--- src/hw/rtl/nsp_div.sv ---
module nsp_div #(
   parameter int NW = 64,
   parameter int DW = 37
) (
   input  logic          clock,
   input  logic          reset,
   input  logic          start,
   input  logic [NW-1:0] num,
   input  logic [DW-1:0] den,
   output logic          busy,
   output logic          done,
   output logic [NW-1:0] quot
);

   localparam int CNT_W = $clog2(NW + 1);

   logic [NW-1:0]    q_ff;
   logic [DW-1:0]    rem_ff;
   logic [DW-1:0]    den_ff;
   logic [CNT_W-1:0] cnt_ff;
   logic             busy_ff;
   logic             done_ff;
   logic [DW:0]      trial;
   logic             ge;

   // one quotient bit a cycle, restoring
   always_comb begin
      trial = {rem_ff, q_ff[NW-1]};
      ge = trial >= {1'b0, den_ff};
   end

   always_ff @(posedge clock) begin
      if (reset) begin
         busy_ff <= 1'b0;
         done_ff <= 1'b0;
      end else begin
         done_ff <= !start && busy_ff && (cnt_ff == CNT_W'(1));
         if (start) begin
            busy_ff <= 1'b1;
            q_ff <= num;
            rem_ff <= '0;
            den_ff <= den;
            cnt_ff <= CNT_W'(NW);
         end else if (busy_ff) begin
            q_ff <= {q_ff[NW-2:0], ge};
            rem_ff <= ge ? DW'(trial - {1'b0, den_ff}) : DW'(trial);
            cnt_ff <= cnt_ff - 1'b1;
            if (cnt_ff == CNT_W'(1)) begin
               busy_ff <= 1'b0;
            end
         end
      end
   end

   assign busy = busy_ff;
   assign done = done_ff;
   assign quot = q_ff;

endmodule

--- config.mk ---
export PLATFORM = sky130hd
export DESIGN_NAME = nsp_div
export DESIGN_NICKNAME = d
export VERILOG_FILES = /design/src/hw/rtl/nsp_div.sv
export SDC_FILE = /design/constraint.sdc
export NUM_CORES = 1
export LEC_CHECK = 0
export BUFFER_PORTS_ARGS = -buffer_cell sky130_fd_sc_hd__buf_4
export CAP_MARGIN = 30
export CORE_MARGIN = 2
export CORE_UTILIZATION = 30
export CTS_CLUSTER_SIZE = 30
export DETAILED_ROUTE_END_ITERATION = 10
export PLACE_DENSITY = 0.46
export SYNTH_ARGS = -nofsm -noshare
export SYNTH_HDL_FRONTEND = slang
export SYNTH_SLANG_ARGS = --single-unit
--- constraint.sdc ---
create_clock -name clock -period 10 [get_ports clock]
set_input_delay 2 -clock clock [delete_from_list [all_inputs] [get_ports clock]]
set_output_delay 2 -clock clock [all_outputs]
set_load 0.01 [all_outputs]
==> impl_results.md <==
* # Post-CTS Setup Buffers at 0
* Core Region at 0.0269 mm2
* FMAX at 237 MHz
* Yosys top cell by area: edfxtp_1
* Area after DPL at 0.00988 mm2
* Vias in the first global route at 6434
* Pre-CTS setup slack at 5710 ps
* Critical path class: reg2reg
* Endpoint class of the critical path: flop
* Hold Crit Start: busy
* Met1 global-route usage at 0.200
* Max clock buf depth at 2
* Worst-Skew Late Latency at 440 ps
* PnR worst setup slack at 5770 ps
* Crit path cell chain: inv_1, ha_1, inv_1, fa_1, a211oi_1, o21ai_0, o211ai_1, nand3_1, a21oi_1, o21a_1, buf_4, nor4b_1, a311o_1
* Yosys warns at 0
* Initial antenna violation count at 0
* Final hold slack at 542 ps
* Slew @ Worst Pin at 933 ps
* Via count at 6163
* Layout area overhead at 27.5%
* Residual antenna-violating net count after detailed routing at 0
* VDD IR max at 0.103 mV
* Crit path time final at 4230 ps
* Die X at 169 um
* Share of layout cells above drive strength 1 at 0.312
* Post-CTS Hold Buffers at 0
* Outcome: complete, no violations
* Post-synth cell types at 60
* Overall routing resource usage at 0.156
* Final Cell Area at 0.0105 mm2
* I/O pin cnt at 170
* Part of the cycle the worst path needs at 0.423
* Most frequent CP cell: inv_1
* First-pass GRT wire length at 34800 um
* CP Buf/Inv Count at 3
* Post-Syn Nets at 867
* Full die area at 0.0287 mm2
* Maxcap violations at 0
* Initial Utilization at 0.305
* P per Cell Area at 177 mW/mm2
* Worst Hold Depth at 2
* PostCTS Resize Cnt at 0
* Final setup viols at 0
* Sink Count at 147
* Final wirelength at 21700 um
* DRC Markers at 0
* Final hold vios at 0
* Synth Cell Area at 0.00820 mm2
* Setup crit start kind: flop
* Crit path from: quot[63]
* Die Ht at 169 um
* Synth Flop Type: edfxtp_1
* Worst setup endpoint: rem_ff[29]
* FILL cells at 2685
* Final TNS setup at 0 ps
* Post-Layout Cell Count at 1246
* Post-DP HPWL at 15900 um
* Grt met3 use at 0.0672
* LEAKAGE at 0.00424 uW
* CTS buffer count at 17
* Grt peak-use layer: met2
* Reg2reg start: quot[63]
* RSZ-0062 raised after global routing: false
* Via density at 4.95
* Final Max Slew Viols at 0
* Yosys reg bits at 147
* Pre-Repair DR Iteration Count at 4
* Met2 Use GR at 0.240
* CTS tree: done
* Dpl cells at 1214
* Ys async rst share at 0
* Req. time, crit path at 10180 ps
* Htree depth at 4
* Worst reg2reg path depth at 13
* Cells after Synth at 723
* Sequential share of the synthesized area at 0.536
* Iteration-0 DRC Markers at 378
* Final Net Count at 1036
* # port buffers at 169
* Final Skew at 12.5 ps
* Top cells by area, synth: edfxtp_1, mux2_2, ha_1, a21oi_1, nand2_1
* Number of synthesized flops with an enable pin at 145
* Critical Path Fanout Max at 20
* GP Congestion at 0.793
* Worst min path class: reg2reg
* CP Data Arrival Time at 4410 ps
* Slew headroom at 0.378
* Clock transition at path regs at 70 ps
* Largest net degree at the start of global routing at 72
* Top delay family on crit path: compound AO/OA/AOI/OAI gates
* Root buffer cell: clkbuf_16
* Worst reg2reg setup slack at 5770 ps
* Routed len/inst at 17.4 um
* Max stage delay on crit path at 750 ps
* WP depth at 13
* Share of the synthesized area in the top cell type at 0.531
* Antenna Cells at 0
* R2r endpoint: rem_ff[29]
* Grt total ovfl at 0
* Slowest library cell on the worst path: o21a_1
* Rows at 60
* Syn avg cell area at 11.3 um2
-- worst register-to-register path, delay by kind of cell, from the launching register on --
kind | cells | cell delay (ps)
AND/OR/NAND/NOR | 2 | 250
buffers and inverters | 3 | 490
AO/OA/AOI/OAI | 6 | 2240
flip-flops | 1 | 400
adder cells (fa/ha/maj) | 2 | 590
-- synthesized netlist by cell type, types with 2 or more instances --
library cell and n:
edfxtp_1 145, nand2_1 73, a21oi_1 64, mux2_2 64
inv_1 53, nor2_1 46, ha_1 39, o21ai_0 27
xnor2_1 20, a21o_1 17, nand3_1 16, nor3_1 15
clkbuf_1 12, a211oi_1 11, nand4_1 10, o21a_1 9
o21bai_1 7, buf_2 6, or3_1 6, a31oi_1 5
and3_1 5, buf_1 5, o211ai_1 5, xor2_1 5
a211o_1 4, and2_1 4, nor2b_1 4, nor4b_1 3
or4_1 3, a311oi_2 2, a41o_1 2, and4_1 2
buf_6 2, dfxtp_1 2, nand2b_1 2, o2111ai_1 2
o21ai_1 2, o311ai_0 2
-- cell type report --
class                   instances  area [um2]  area share
multi-input cells             497        3510       0.336
inverters                      53         199      0.0190
clock inverters                15         144      0.0138
clock buffers                  17         425      0.0407
repair buffers                176        1350       0.130
well taps                     341         427      0.0408
flip-flops and latches        147        4390       0.420
-- power breakdown --
| group | internal [uW] | switching, uW | total, uW |
|---|---|---|---|
| Combinational | 192 | 251 | 443 |
| Sequential | 745 | 25.6 | 770 |
| Clock | 349 | 285 | 633 |
-- routing by layer --
metal,part of all wire,vias up
li1,-,3039
met1,0.46,2933
met2,0.45,176
met3,0.086,15
met4,0.0087,0
met5,0,-
-- cells by family (layout without fill, tap and decap cells) --
logic type               Yosys count  in the layout  synth area share
flip-flops                       147            147             0.536
AND/OR/NAND/NOR                  195            195             0.111
adder cells (fa/ha/maj)           40             40            0.0620
buffers and inverters             79            261            0.0391
multiplexers                      65             65            0.0891
XOR/XNOR                          25             25            0.0267
AO/OA/AOI/OAI                    172            172             0.136
-- worst min path at each step --
stage / to
global placement: done
finish: busy
CTS: busy
floorplan: done
detailed placement: busy
global route: done
-- state kept, by name, indices dropped and copies added (netlist names) --
register  cells
quot         64
den_ff       37
rem_ff       37
cnt_ff        7
busy          1
done          1
-- stage by stage --
stage                     power, uW   util
after floorplan                1080      -
after global placement         1230  0.366
after detailed placement       1230  0.368
after CTS                      1870  0.389
after global routing           1940  0.389
final                          1850  0.389
-- cells in the final DEF, fill, tap and decap left out, drive strengths merged, types with 6 or more instances in the layout --
cell type	instances
a211oi	11
a21o	17
a21oi	64
buf	176
clkbuf	17
edfxtp	145
ha	39
inv	60
mux2	64
nand2	74
nand3	16
nand4	10
nor2	46
nor3	15
o21a	9
o21ai	30
o21bai	7
or3	6
xnor2	20
Power figures use the tool's default switching activity.
