`src/hw/rtl/nsp_ram.sv`:
```
module nsp_ram #(
   parameter int WIDTH = 112,
   parameter int DEPTH = 36,
   localparam int AW = $clog2(DEPTH)
) (
   input  logic             clock,
   input  logic             we,
   input  logic [AW-1:0]    waddr,
   input  logic [WIDTH-1:0] wdata,
   input  logic             re,
   input  logic [AW-1:0]    raddr,
   output logic [WIDTH-1:0] rdata
);

   logic [WIDTH-1:0] mem_ff [DEPTH];
   logic [WIDTH-1:0] rdata_ff;

   always_ff @(posedge clock) begin
      if (we) begin
         mem_ff[waddr] <= wdata;
      end
      if (re) begin
         rdata_ff <= mem_ff[raddr];
      end
   end

   assign rdata = rdata_ff;

endmodule

```
`config.mk`:
```
export PLATFORM = sky130hd
export DESIGN_NAME = nsp_ram
export DESIGN_NICKNAME = d
export VERILOG_FILES = /design/src/hw/rtl/nsp_ram.sv
export SDC_FILE = /design/constraint.sdc
export NUM_CORES = 2
export LEC_CHECK = 0
export BUFFER_PORTS_ARGS = -buffer_cell sky130_fd_sc_hd__clkbuf_2
export CAP_MARGIN = 40
export CORE_ASPECT_RATIO = 0.9
export CORE_MARGIN = 4
export CORE_UTILIZATION = 59
export CTS_BUF_LIST = sky130_fd_sc_hd__clkbuf_2
export DETAILED_ROUTE_END_ITERATION = 8
export PLACE_DENSITY = 0.78
export SYNTH_ARGS = -nofsm -noshare
export SYNTH_HDL_FRONTEND = slang
export SYNTH_SLANG_ARGS = --single-unit
```
`constraint.sdc`:
```
create_clock -name clock -period 7.8 [get_ports clock]
set_input_delay 1.95 -clock clock [delete_from_list [all_inputs] [get_ports clock]]
set_output_delay 1.95 -clock clock [all_outputs]
set_load 0.05 [all_outputs]
```
==> summary by stage <==
Power
In this run the power density over the cells is 235.4 nW/µm². The analysis attributes to cell leakage a power of 0.05609 µW. The peak supply drop is 0.0001325 V. The post-route total power is 40510 µW.

Min path
For hold timing, the worst endpoint is rdata[61]. The min-delay analysis places its worst path in the category in -> reg. Along the worst hold path, the cell count comes to 1. The start point of the worst min-delay path is re.

Setup path
The worst-path cell with the longest stage delay is sky130_fd_sc_hd__edfxtp_1. The data arrival at the endpoint of the critical path is 2860 ps. The kind of launch point of the worst setup path is a flop. By startpoint and endpoint, the worst setup path is classified as reg -> out. The endpoint identified for the worst register-to-register timing path is rdata[84]. The cell family contributing the most delay on the critical path is flip-flops. The buffers plus inverters on the worst setup path is 1. The reg-to-reg critical path startpoint is mem_ff[10][84]. The required arrival time at the worst endpoint is 5850 ps. For the worst flop-to-flop path, the logic depth is 5. STA classifies the critical path endpoint as a primary output. In this run the worst path has a maximum fanout of 1. Setup slack on the worst reg-to-reg path comes out at 5780 ps. Walking the worst path, the cells encountered are clkbuf_2. In this design, the stage delay of the slowest critical-path cell is 520 ps.

Logic synthesis
The Yosys step of the flow raised 0 warnings. The mean instance size in the synthesized netlist is 23.67 µm². When the netlist entered floorplanning its net count stood at 6759. The synthesized design contains 4144 enable-type register cells. Summed over its instances, the top area cell type makes up 79.29% of the synthesized netlist area. By count the netlist is led by 4144 x sky130_fd_sc_hd__edfxtp_1, 991 x sky130_fd_sc_hd__mux4_2, 428 x sky130_fd_sc_hd__mux2i_1. In the post-synthesis netlist, the cell with the most instances is sky130_fd_sc_hd__edfxtp_1. Of the synthesized area, sequential elements account for 79.29%. Among all flip-flop cells after synthesis, the most frequent one is sky130_fd_sc_hd__edfxtp_1.

The synthesized design contains 4144 register bits. Ranked by total cell area, the synthesized netlist is headed by sky130_fd_sc_hd__edfxtp_1 79%, sky130_fd_sc_hd__mux4_2 14%, sky130_fd_sc_hd__mux2i_1 2.7%. The largest total area in the synthesized netlist belongs to sky130_fd_sc_hd__edfxtp_1. Of all flip-flops after synthesis, the portion carrying an async set or reset was 0%.

The number of distinct library cells after synthesis is 29. The cell count after synthesis came out at 6632. In this run the cell area of the synthesized design comes to 156900 µm².

GRT
The number of antenna violations at the first check in global routing is 36. The overall fraction of global-route tracks in use is 27.91%. The maximum number of pins on one net before global-route repair is 127. The first-pass GRT wire length is 551700 µm. The final global-route overflow total is 0. The number of global-route vias before repair is 80.29k.

Clock tree
The number of clock sinks seen by CTS is 4144. At the later pin of the worst-skew pair, clock insertion delay measures 2010 ps. The number of setup buffers added after CTS is 0.

The clock transition time at the flip-flop clock pins of the worst setup and hold paths is 110 ps. The root buffer selected by CTS is sky130_fd_sc_hd__clkbuf_2. The post-cts hold buffer count is 0. The post-cts resize count is 0. In this run, CTS created clock tree buffers numbering 936.

No sink is reached through more buffers than the 4 on the longest clock path. The depth of the CTS H-tree is 6. The CTS tree is done.

STA
The final clock period utilization by the worst path is 61.71%. For this run, the top clock speed supported by timing is 207.8 MHz. The clock period minus final worst setup slack is 4813 ps.

The clock skew after layout is 282.8 ps. Setup repair after global routing left no endpoint under its margin. The headroom to the max-slew limit is 22.16%.

The number of pins with negative max-slew slack in the final report is 0. The sum of negative setup slack is 0 ps. At the pin with the least slew margin, the transition time is 1168 ps.

The number of endpoints with negative hold slack in the final report was 0. Setup violations remaining at the end of the flow were counted as 0.

Drt
The routed via count is 78.01k. In the final routed layout, each cell accounts on average for 31.95 µm. The count of TritonRoute iterations in the first routing pass is 6. In this run, the number of DRC markers left after iteration 0 of detailed routing was 11.60k. Once detail routing completed, the nets flagged for antenna violations numbered 0. The number of remaining DRC errors is 0.

The wire length reported by the detailed router is 381000 µm. In the routed layout, each cell is associated on average with a via count of 6.542.

Place
The number of placed instances, taps included, is 10.22k. The count of input and output buffers is 238. The final estimated routing congestion in global placement is 0.7648. The detailed-placement wirelength estimate is 189700 µm.

Cells and area
The total of fill cells in the finished design is 16.55k. The count of nets after finishing is 7758. The share of cells above drive strength 1 is 34.94%. After the flow finishes, the layout carries non-filler instances totaling 11.93k.

The area growth from synthesis to layout is 9.662%. The area of combinational cells with multiple inputs is 30880 µm². The sequential cells in the finished layout cover a total of 124400 µm².

Die
The die outline width is 551.7 µm. The initial utilization of the core area, before any placement, comes to 59.34%. The total number of placement rows is 179.

For this design the top-level I/O count stands at 239. The area of the die is 274300 µm². The overall die height is 497.3 µm. The core region is 264500 µm².

Outcome
The flow ran to the end, and the final reports show no timing, DRC or antenna violations.

Job
The number of violations of the max-capacitance limit is 0.
-- state kept, by name, summed over array words and instances (netlist names) --
name / cells
mem_ff: 4032
rdata: 112
-- cell usage in the layout (no fill, tap or decap), drive strengths merged --
cell      netlist  layout
nor2          182     182
o211ai         10      10
a21oi         118     118
a2111oi         3       3
clkbuf        135    1621
or3b            5       5
bufinv          0      13
nand2          29      29
o21ai          11      11
mux4          991     991
mux2            6       6
nand3           9       9
o221ai         13      13
nor2b           7       7
mux2i         428     428
o22ai         222     222
buf           218     182
diode           0      30
clkinvlp        0       8
a2bb2oi         9       9
edfxtp       4144    4144
inv             1      21
nor4            6       6
clkinv          0     243
nand3b          7       7
a22oi          47      47
a211oi          3       3
or3             2       2
nand2b         23      23
or2             3       3
-- power breakdown --
part | switching (µW) | internal [µW] | total [µW]
combinational | 1430 | 790 | 2220
sequential | 88.2 | 24700 | 24800
clock | 8260 | 5240 | 13500
total | 9780 | 30700 | 40500
-- per-layer routing --
metal  wire [µm]  global-route usage [%]  vias to the layer above  part of all wire, %
met5          44                       0                        -                0.012
met4       11210                   8.746                        8                  2.9
met3       48920                   6.683                      726                   13
met2      183300                   43.12                     5761                   48
met1      137500                   40.32                    40410                   36
li1            -                       -                    31100                    -
-- layout make-up --
class,instances,share of cell area [%]
flip-flops and latches,4144,72.30
multi-input cells,2134,17.94
clock buffers,1389,4.039
well taps,3529,2.565
repair buffers,414,2.156
clock inverters,284,0.9480
diodes,30,0.04362
inverters,1,0.005089
-- through the flow --
step	utilization (%)	instance area [µm²]	hold WS, ps	worst slack (ps)
global route	65.06	172100	215.6	2759
floorplan	-	156900	701.5	52.20
global placement	61.62	163000	717.1	2605
detailed placement	61.79	163400	718.9	2564
CTS	65.04	172000	239.5	2800
finish	65.07	172100	457.8	2987
-- how the worst max path moves through the flow --
stage | start | endpoint | slack, ps | depth (start not counted)
2_1_floorplan | waddr[2] | mem_ff[26][0] | 50 | 2
3_3_place_gp | raddr[3] | rdata[39] | 2610 | 7
3_5_place_dp | raddr[1] | rdata[48] | 2560 | 8
4_1_cts | rdata[61] | rdata[61] | 2800 | 1
5_1_grt | rdata[61] | rdata[61] | 2760 | 1
6_report | rdata[61] | rdata[61] | 2990 | 1
-- kinds of logic (layout without fill, tap and decap cells) --
kind of cell           after synthesis  in the layout  share of synthesized area [%]
DFF                               4144           4144                          79.29
other                                0             30                              0
and+or+nand+nor                    273            273                         0.7581
AOI/OAI and AO/OA                  436            436                          1.735
muxes                             1425           1425                          16.99
buffers and inverters              354           2088                          1.227
No activity file was read; power rests on OpenSTA's default activity.
