===== src/hw/rtl/nsp_pkg.sv =====
package nsp_pkg;

   // field widths
   localparam int COORD_W = 32;
   localparam int WEIGHT_W = 16;
   localparam int RES_W = 7;
   localparam int INDEX_W = 8;
   localparam int STATUS_W = 2;

   // fixed-point formats
   localparam int QW = 20;        // parameter value, unsigned Q.16
   localparam int CW = 17;        // recursion coefficient, 0 .. 1.0
   localparam int BW = 18;        // basis value, Q2.16
   localparam int BIJ_W = 20;     // tensor basis
   localparam int TERM_W = 28;    // weighted term
   localparam int WSUM_W = 37;    // weight sum
   localparam int ACC_W = 64;     // coordinate accumulators
   localparam int PT_W = 3 * COORD_W + WEIGHT_W;

   localparam logic [CW-1:0] ONE_Q16 = 17'h10000;
   localparam int DIV3_S = 22;
   localparam logic [DIV3_S-1:0] DIV3_M = 22'd1398102;

   // status codes
   localparam logic [STATUS_W-1:0] STAT_OK = 2'd0;
   localparam logic [STATUS_W-1:0] STAT_ZERO_WSUM = 2'd1;
   localparam logic [STATUS_W-1:0] STAT_RANGE = 2'd2;
   localparam logic [STATUS_W-1:0] STAT_WRITE_ACK = 2'd3;

   // item kinds
   localparam logic MODE_WRITE = 1'b0;
   localparam logic MODE_EVAL = 1'b1;

   // register indexes
   localparam logic REG_RES_U = 1'b0;
   localparam logic REG_RES_V = 1'b1;

   // clamped uniform knot vector
   function automatic int knot_at(int j, int n, int t);
      if (j < t) return 0;
      if (j <= n) return j - t + 1;
      return n - t + 2;
   endfunction

   // divide by a knot span of one to three
   function automatic logic [QW-1:0] div_small(logic [QW-1:0] x, logic [1:0] d);
      logic [QW+DIV3_S-1:0] prod;
      prod = (QW + DIV3_S)'(x) * (QW + DIV3_S)'(DIV3_M);
      case (d)
         2'd2: return x >> 1;
         2'd3: return QW'(prod >> DIV3_S);
         default: return x;
      endcase
   endfunction

endpackage


===== src/hw/rtl/nsp_basis.sv =====
module nsp_basis #(
   parameter int NCP = 6,
   parameter int ORD = 4,
   localparam int L = NCP + ORD - 1,
   localparam int IW = $clog2(L)
) (
   input  logic                   clock,
   input  logic                   reset,
   input  logic                   start,
   input  logic [nsp_pkg::QW-1:0] u,
   input  logic [IW-1:0]          rd_idx,
   output logic                   busy,
   output logic [nsp_pkg::BW-1:0] rd_data
);

   localparam int N = NCP - 1;
   localparam int NK = NCP + ORD;
   localparam int MW = $clog2(ORD + 1);

   logic [nsp_pkg::BW-1:0] b_ff [L];
   logic [nsp_pkg::BW-1:0] b_init [L];
   logic [nsp_pkg::QW-1:0] u_ff;
   logic [nsp_pkg::CW-1:0] c1_ff, c2_ff;
   logic [nsp_pkg::CW-1:0] c1, c2;
   logic [MW-1:0]          m_ff;
   logic [IW-1:0]          i_ff;
   logic                   ph_ff;
   logic                   busy_ff;
   logic [nsp_pkg::CW+nsp_pkg::BW-1:0] p1, p2;
   logic [nsp_pkg::BW-1:0] b_new;
   logic                   keep;

   // order-one values from the knot interval holding u
   always_comb begin
      int lo, hi;
      logic [nsp_pkg::QW-1:0] loq, hiq;
      for (int i = 0; i < L; i++) begin
         lo = nsp_pkg::knot_at(i, N, ORD);
         hi = nsp_pkg::knot_at(i + 1, N, ORD);
         loq = nsp_pkg::QW'(lo) << 16;
         hiq = nsp_pkg::QW'(hi) << 16;
         b_init[i] = ((loq < u && u <= hiq) || (i == 0 && loq <= u && u <= hiq))
                     ? nsp_pkg::BW'(nsp_pkg::ONE_Q16) : '0;
      end
   end

   // recursion coefficients for entry i_ff at level m_ff
   always_comb begin
      int ki, kim1, ki1, kim;
      logic [nsp_pkg::QW-1:0] kiq, kimq, q1, q2;
      ki = nsp_pkg::knot_at(int'(i_ff), N, ORD);
      kim1 = nsp_pkg::knot_at(int'(i_ff) + int'(m_ff) - 1, N, ORD);
      ki1 = nsp_pkg::knot_at(int'(i_ff) + 1, N, ORD);
      kim = nsp_pkg::knot_at(int'(i_ff) + int'(m_ff), N, ORD);
      kiq = nsp_pkg::QW'(ki) << 16;
      kimq = nsp_pkg::QW'(kim) << 16;
      q1 = nsp_pkg::div_small(u_ff - kiq, 2'(kim1 - ki));
      q2 = nsp_pkg::div_small(kimq - u_ff, 2'(kim - ki1));
      if (kim1 == ki) begin
         c1 = (u_ff == kiq) ? nsp_pkg::ONE_Q16 : '0;
      end else if (u_ff < kiq) begin
         c1 = '0;
      end else begin
         c1 = (q1 > nsp_pkg::QW'(nsp_pkg::ONE_Q16)) ? nsp_pkg::ONE_Q16 : nsp_pkg::CW'(q1);
      end
      if (kim == ki1) begin
         c2 = (u_ff == kimq) ? nsp_pkg::ONE_Q16 : '0;
      end else if (u_ff > kimq) begin
         c2 = '0;
      end else begin
         c2 = (q2 > nsp_pkg::QW'(nsp_pkg::ONE_Q16)) ? nsp_pkg::ONE_Q16 : nsp_pkg::CW'(q2);
      end
   end

   // entry i sits at the head of the rotating line
   always_comb begin
      p1 = c1_ff * b_ff[0];
      p2 = c2_ff * b_ff[1];
      b_new = nsp_pkg::BW'((p1 >> 16) + (p2 >> 16));
      keep = (int'(i_ff) + int'(m_ff)) >= NK;
   end

   always_ff @(posedge clock) begin
      if (reset) begin
         busy_ff <= 1'b0;
         ph_ff <= 1'b0;
      end else if (start) begin
         busy_ff <= 1'b1;
         ph_ff <= 1'b0;
         m_ff <= MW'(2);
         i_ff <= '0;
         u_ff <= u;
         for (int k = 0; k < L; k++) begin
            b_ff[k] <= b_init[k];
         end
      end else if (busy_ff) begin
         if (!ph_ff) begin
            c1_ff <= c1;
            c2_ff <= c2;
            ph_ff <= 1'b1;
         end else begin
            for (int k = 0; k < L - 1; k++) begin
               b_ff[k] <= b_ff[k + 1];
            end
            b_ff[L-1] <= keep ? b_ff[0] : b_new;
            ph_ff <= 1'b0;
            if (i_ff == IW'(L - 1)) begin
               i_ff <= '0;
               if (m_ff == MW'(ORD)) begin
                  busy_ff <= 1'b0;
               end else begin
                  m_ff <= m_ff + 1'b1;
               end
            end else begin
               i_ff <= i_ff + 1'b1;
            end
         end
      end
   end

   assign busy = busy_ff;
   assign rd_data = b_ff[rd_idx];

endmodule


===== config.mk =====
export PLATFORM = sky130hd
export DESIGN_NAME = nsp_basis
export DESIGN_NICKNAME = d
export VERILOG_FILES = /design/src/hw/rtl/nsp_pkg.sv /design/src/hw/rtl/nsp_basis.sv
export SDC_FILE = /design/constraint.sdc
export NUM_CORES = 2
export LEC_CHECK = 0
export BUFFER_PORTS_ARGS = -buffer_cell sky130_fd_sc_hd__clkbuf_2
export CORE_ASPECT_RATIO = 0.5
export CORE_MARGIN = 2
export CORE_UTILIZATION = 55
export CTS_CLUSTER_DIAMETER = 50
export DETAILED_ROUTE_END_ITERATION = 10
export GPL_ROUTABILITY_DRIVEN = 0
export GPL_TIMING_DRIVEN = 0
export PLACE_DENSITY = 0.72
export SLEW_MARGIN = 20
export SYNTH_ARGS = -nofsm -noshare
export SYNTH_HDL_FRONTEND = slang
export SYNTH_SLANG_ARGS = --single-unit

===== constraint.sdc =====
create_clock -name clock -period 9.1 [get_ports clock]
set_clock_uncertainty 0.1 [all_clocks]
set_input_delay 1.365 -clock clock [delete_from_list [all_inputs] [get_ports clock]]
set_output_delay 1.365 -clock clock [all_outputs]
set_load 0.02 [all_outputs]

==> reports/qor.csv <==
stage,metric,value,unit
sta,whs,0.442,ns
yosys,synth_area,0.0459,mm^2
routing,avgRoutedWirePerCell,21.7,um
floorplanning,die_y,208,um
global_routing,grt_max_degree,31,
sta,post-route-period-util,101,%
placed_design,io_buffer_count,39,
finish,area_growth_syn_to_layout,13.4,%
routing,vias_per_cell,5.79,
clocking,ctsLongestPathBuffers,3,
clocking,clkSinkCount,225,
clocking,clkTransAtPathRegs,0.06,ns
sta,fmax,109,MHz
critical_path,arrival,9.50,ns
global_routing,grt_pass1_wl,207000,um
floorplanning,core_area,0.0821,mm^2
critical_path,worstPathRequired,9.40,ns
yosys,syn_nets,6189,
global_routing,gr-usage-met3,7.03,%
critical_path,cp_common_cell,ha_4,
critical_path,worstSetupEndpointType,flop,
routing,vias,35600,
routing,drt-total-wl,134000,um
yosys,ys_ff_latch,225,
clocking,cts_hold_buffers,0,
clocking,cts_tree,built,
finish,drive_above_1_share,12.6,%
yosys,synthMuxAreaShare,2.52,%
global_routing,track_usage,31.2,%
global_routing,top_usage_layer,met2,
yosys,async_reset_ff_share,0,%
yosys,synth_compound_area_share,6.68,%
clocking,ctsHtreeMaxLevel,1,
routing,drc_errors,0,
routing,drt-initial-drc-count,3715,
finish,final_util,63.4,%
global_routing,grtUsageMet2,48.5,%
status,status,"complete, but fails checks",
yosys,synth_edf_count,223,
critical_path,critical-path-max-stage-delay,0.51,ns
floorplanning,die_width,413,um
floorplanning,start_util,55.9,%
critical_path,critPathKind,reg2reg,
critical_path,worst_path_max_delay_cell,fa_1,
clocking,clk_latency,0.57,ns
sta,setup_slack,-0.0991,ns
yosys,synth_top_family_by_area,adder cells,
routing,first_pass_iters,8,
clocking,cts-buffers-inserted,28,
yosys,synth_fa_ha_area_share,50.2,%
yosys,synth_top_area_share,32.9,%
sta,min_period,9.20,ns
clocking,clock-root-buffer,clkbuf_16,
sta,finalHoldViolations,0,
yosys,synth-main-ff-cell,edfxtp_1,
min_path,hp-class,reg2reg,
status,violations,setup timing,
yosys,syn_inst,4773,
floorplanning,rows,74,
global_routing,grtUsageMet1,42.5,%
critical_path,crit_path_max_fanout,6,
global_routing,antenna_found_initial,7,
yosys,yosysWarnings,0,
routing,ant_nets,0,
yosys,synth_top_cell_by_area,fa_1,
flow_run,cap_violations,0,
finish,fin_nets,6447,
sta,finalSetupViolations,17,
placed_design,dp_hpwl,102000,um
sta,slew_headroom,32.7,%
sta,slew_violations,0,
yosys,syn_area_per_cell,9.62,um^2
finish,fill_cells,6315,
floorplanning,dieArea,0.0859,mm^2
sta,worst_pin_slew,1.00,ns
yosys,netlist_top_cells_area,"fa_1 (33%), ha_1 (17%), edfxtp_1 (15%), inv_1 (8.8%), nand2_1 (4.6%)",
floorplanning,io_pins,46,
critical_path,cp-start-kind,flop,
yosys,ys_types,101,
yosys,synth-xor-area-share,2.33,%
sta,rsz0062_at_grt,yes,
yosys,synth_simple_gate_area_share,13.3,%
global_routing,grt-ovfl-total,0,
yosys,yosysSeqAreaShare,14.7,%
global_routing,grt_pass1_vias,36900,
[area by class of cell]
cell class / instances / area, um^2 / area share, %
Buffer: 128 / 758 / 1.46
Tap cell: 1102 / 1380 / 2.65
Clock buffer: 33 / 719 / 1.38
Timing Repair Buffer: 284 / 2380 / 4.58
Multi-Input combinational cell: 3290 / 35900 / 68.8
Antenna cell: 4 / 10.0 / 0.0192
Sequential cell: 225 / 6740 / 12.9
Inverter: 1074 / 4050 / 7.78
Clock inverter: 19 / 183 / 0.351
[sequential cells by signal (all words and copies together) (netlist names)]
| register | flops |
|---|---|
| busy | 1 |
| i_ff | 4 |
| c2_ff | 17 |
| u_ff | 20 |
| ph_ff | 1 |
| b_ff | 162 |
| c1_ff | 17 |
| m_ff | 3 |
[Yosys cell counts (all sizes together), types with 5 or more instances]
cell and instances:
buf 15, xnor2 82, nand3 53, a21oi 136, and2 327, nor3 40, nor4 18, o21ai 96
nand3b 5, o211ai 8, edfxtp 223, or3 10, fa 755, xor2 26, inv 1074, nor2 135
and3 24, a31oi 16, o2111ai 6, o21bai 13, o31ai 11, o41ai 6, o21a 15, a2111oi 5
or4 8, mux4 36, ha 634, nand4 19, a21boi 7, nand2b 16, clkbuf 170, a221oi 5
nor2b 20, nand2 568, a21o 55, a211oi 31, mux2i 31
[placed cells by master (no fill, tap or decap), types with 21 or more instances in the layout]
master     Yosys  routed
clkbuf_1     170      66
nor3_1        40      37
clkbuf_2       0      52
mux2i_1       31      30
and2_1       326     325
o21ai_0       82      75
ha_1         634     599
xor2_1        26      24
a21oi_1      132     112
nor2_1       132     120
and3_1        24      21
clkbuf_16      0      29
buf_4          1     216
nand3_1       53      52
fa_1         755     750
inv_1       1072    1060
nand2_1      566     559
buf_6          1      21
edfxtp_1     223     223
a21o_1        55      54
ha_4           0      27
mux4_2        36      36
xnor2_1       81      66
[metrics by stage]
stage	setup TNS (ns)	instance area, um^2	worst slack (ns)	cells
6_report	-0.956	52100	-0.0991	6159
5_1_grt	-5.79	52100	-0.362	6158
4_1_cts	-0.889	50600	-0.122	6074
3_5_place_dp	-42.56	47900	-1.60	5927
3_3_place_gp	-37.77	47600	-1.48	5914
2_1_floorplan	-0.0127	46000	-0.0127	4773
[worst paths after layout]
| check | slack [ns] | from | cells after the start | to |
|---|---|---|---|---|
| min | 0.44 | b_ff[5][2]$_SDFFCE_PN0P_ | 1 | b_ff[4][2]$_SDFFCE_PN0P_ |
| max reg2reg | -0.1 | i_ff[1]$_SDFFCE_PN0P_ | 39 | c2_ff[5]$_SDFFCE_PP0P_ |
| min reg2reg | 0.44 | b_ff[5][2]$_SDFFCE_PN0P_ | 1 | b_ff[4][2]$_SDFFCE_PN0P_ |
| max | -0.1 | i_ff[1]$_SDFFCE_PN0P_ | 39 | c2_ff[5]$_SDFFCE_PP0P_ |
[logic make-up after synthesis]
logic type / after synthesis
compound gates: 459
xor+xnor: 113
fa+ha+maj: 1389
buf+inv: 1259
flops: 225
mux: 70
simple gates: 1258
[routing by layer]
| metal | part of all wire, % | routed length, um |
|---|---|---|
| met1 | 40 | 52900 |
| met4 | 4.8 | 6390 |
| met5 | 0 | 0 |
| met3 | 11 | 14600 |
| met2 | 45 | 59900 |
[worst max-delay path, delay by kind of cell, from the launching register on]
family | cells | cell delay (ns)
AND/OR/NAND/NOR | 9 | 1.68
buffers and inverters | 5 | 0.36
XOR/XNOR | 1 | 0.26
adder cells (fa/ha/maj) | 11 | 3.82
AO/OA/AOI/OAI | 13 | 2.32
flip-flops | 1 | 0.49
[what timing repair did]
action,in CTS,in global routing
cloned,1,1
hold endpoints to repair,0,0
resized for setup,199,223
setup endpoints to repair,44,39
pin swaps,60,94
buffers inserted,138,93
Power is left out: the tool's default activity adds up to more than one toggle a clock period on the data nets, which glitch-free logic cannot reach.
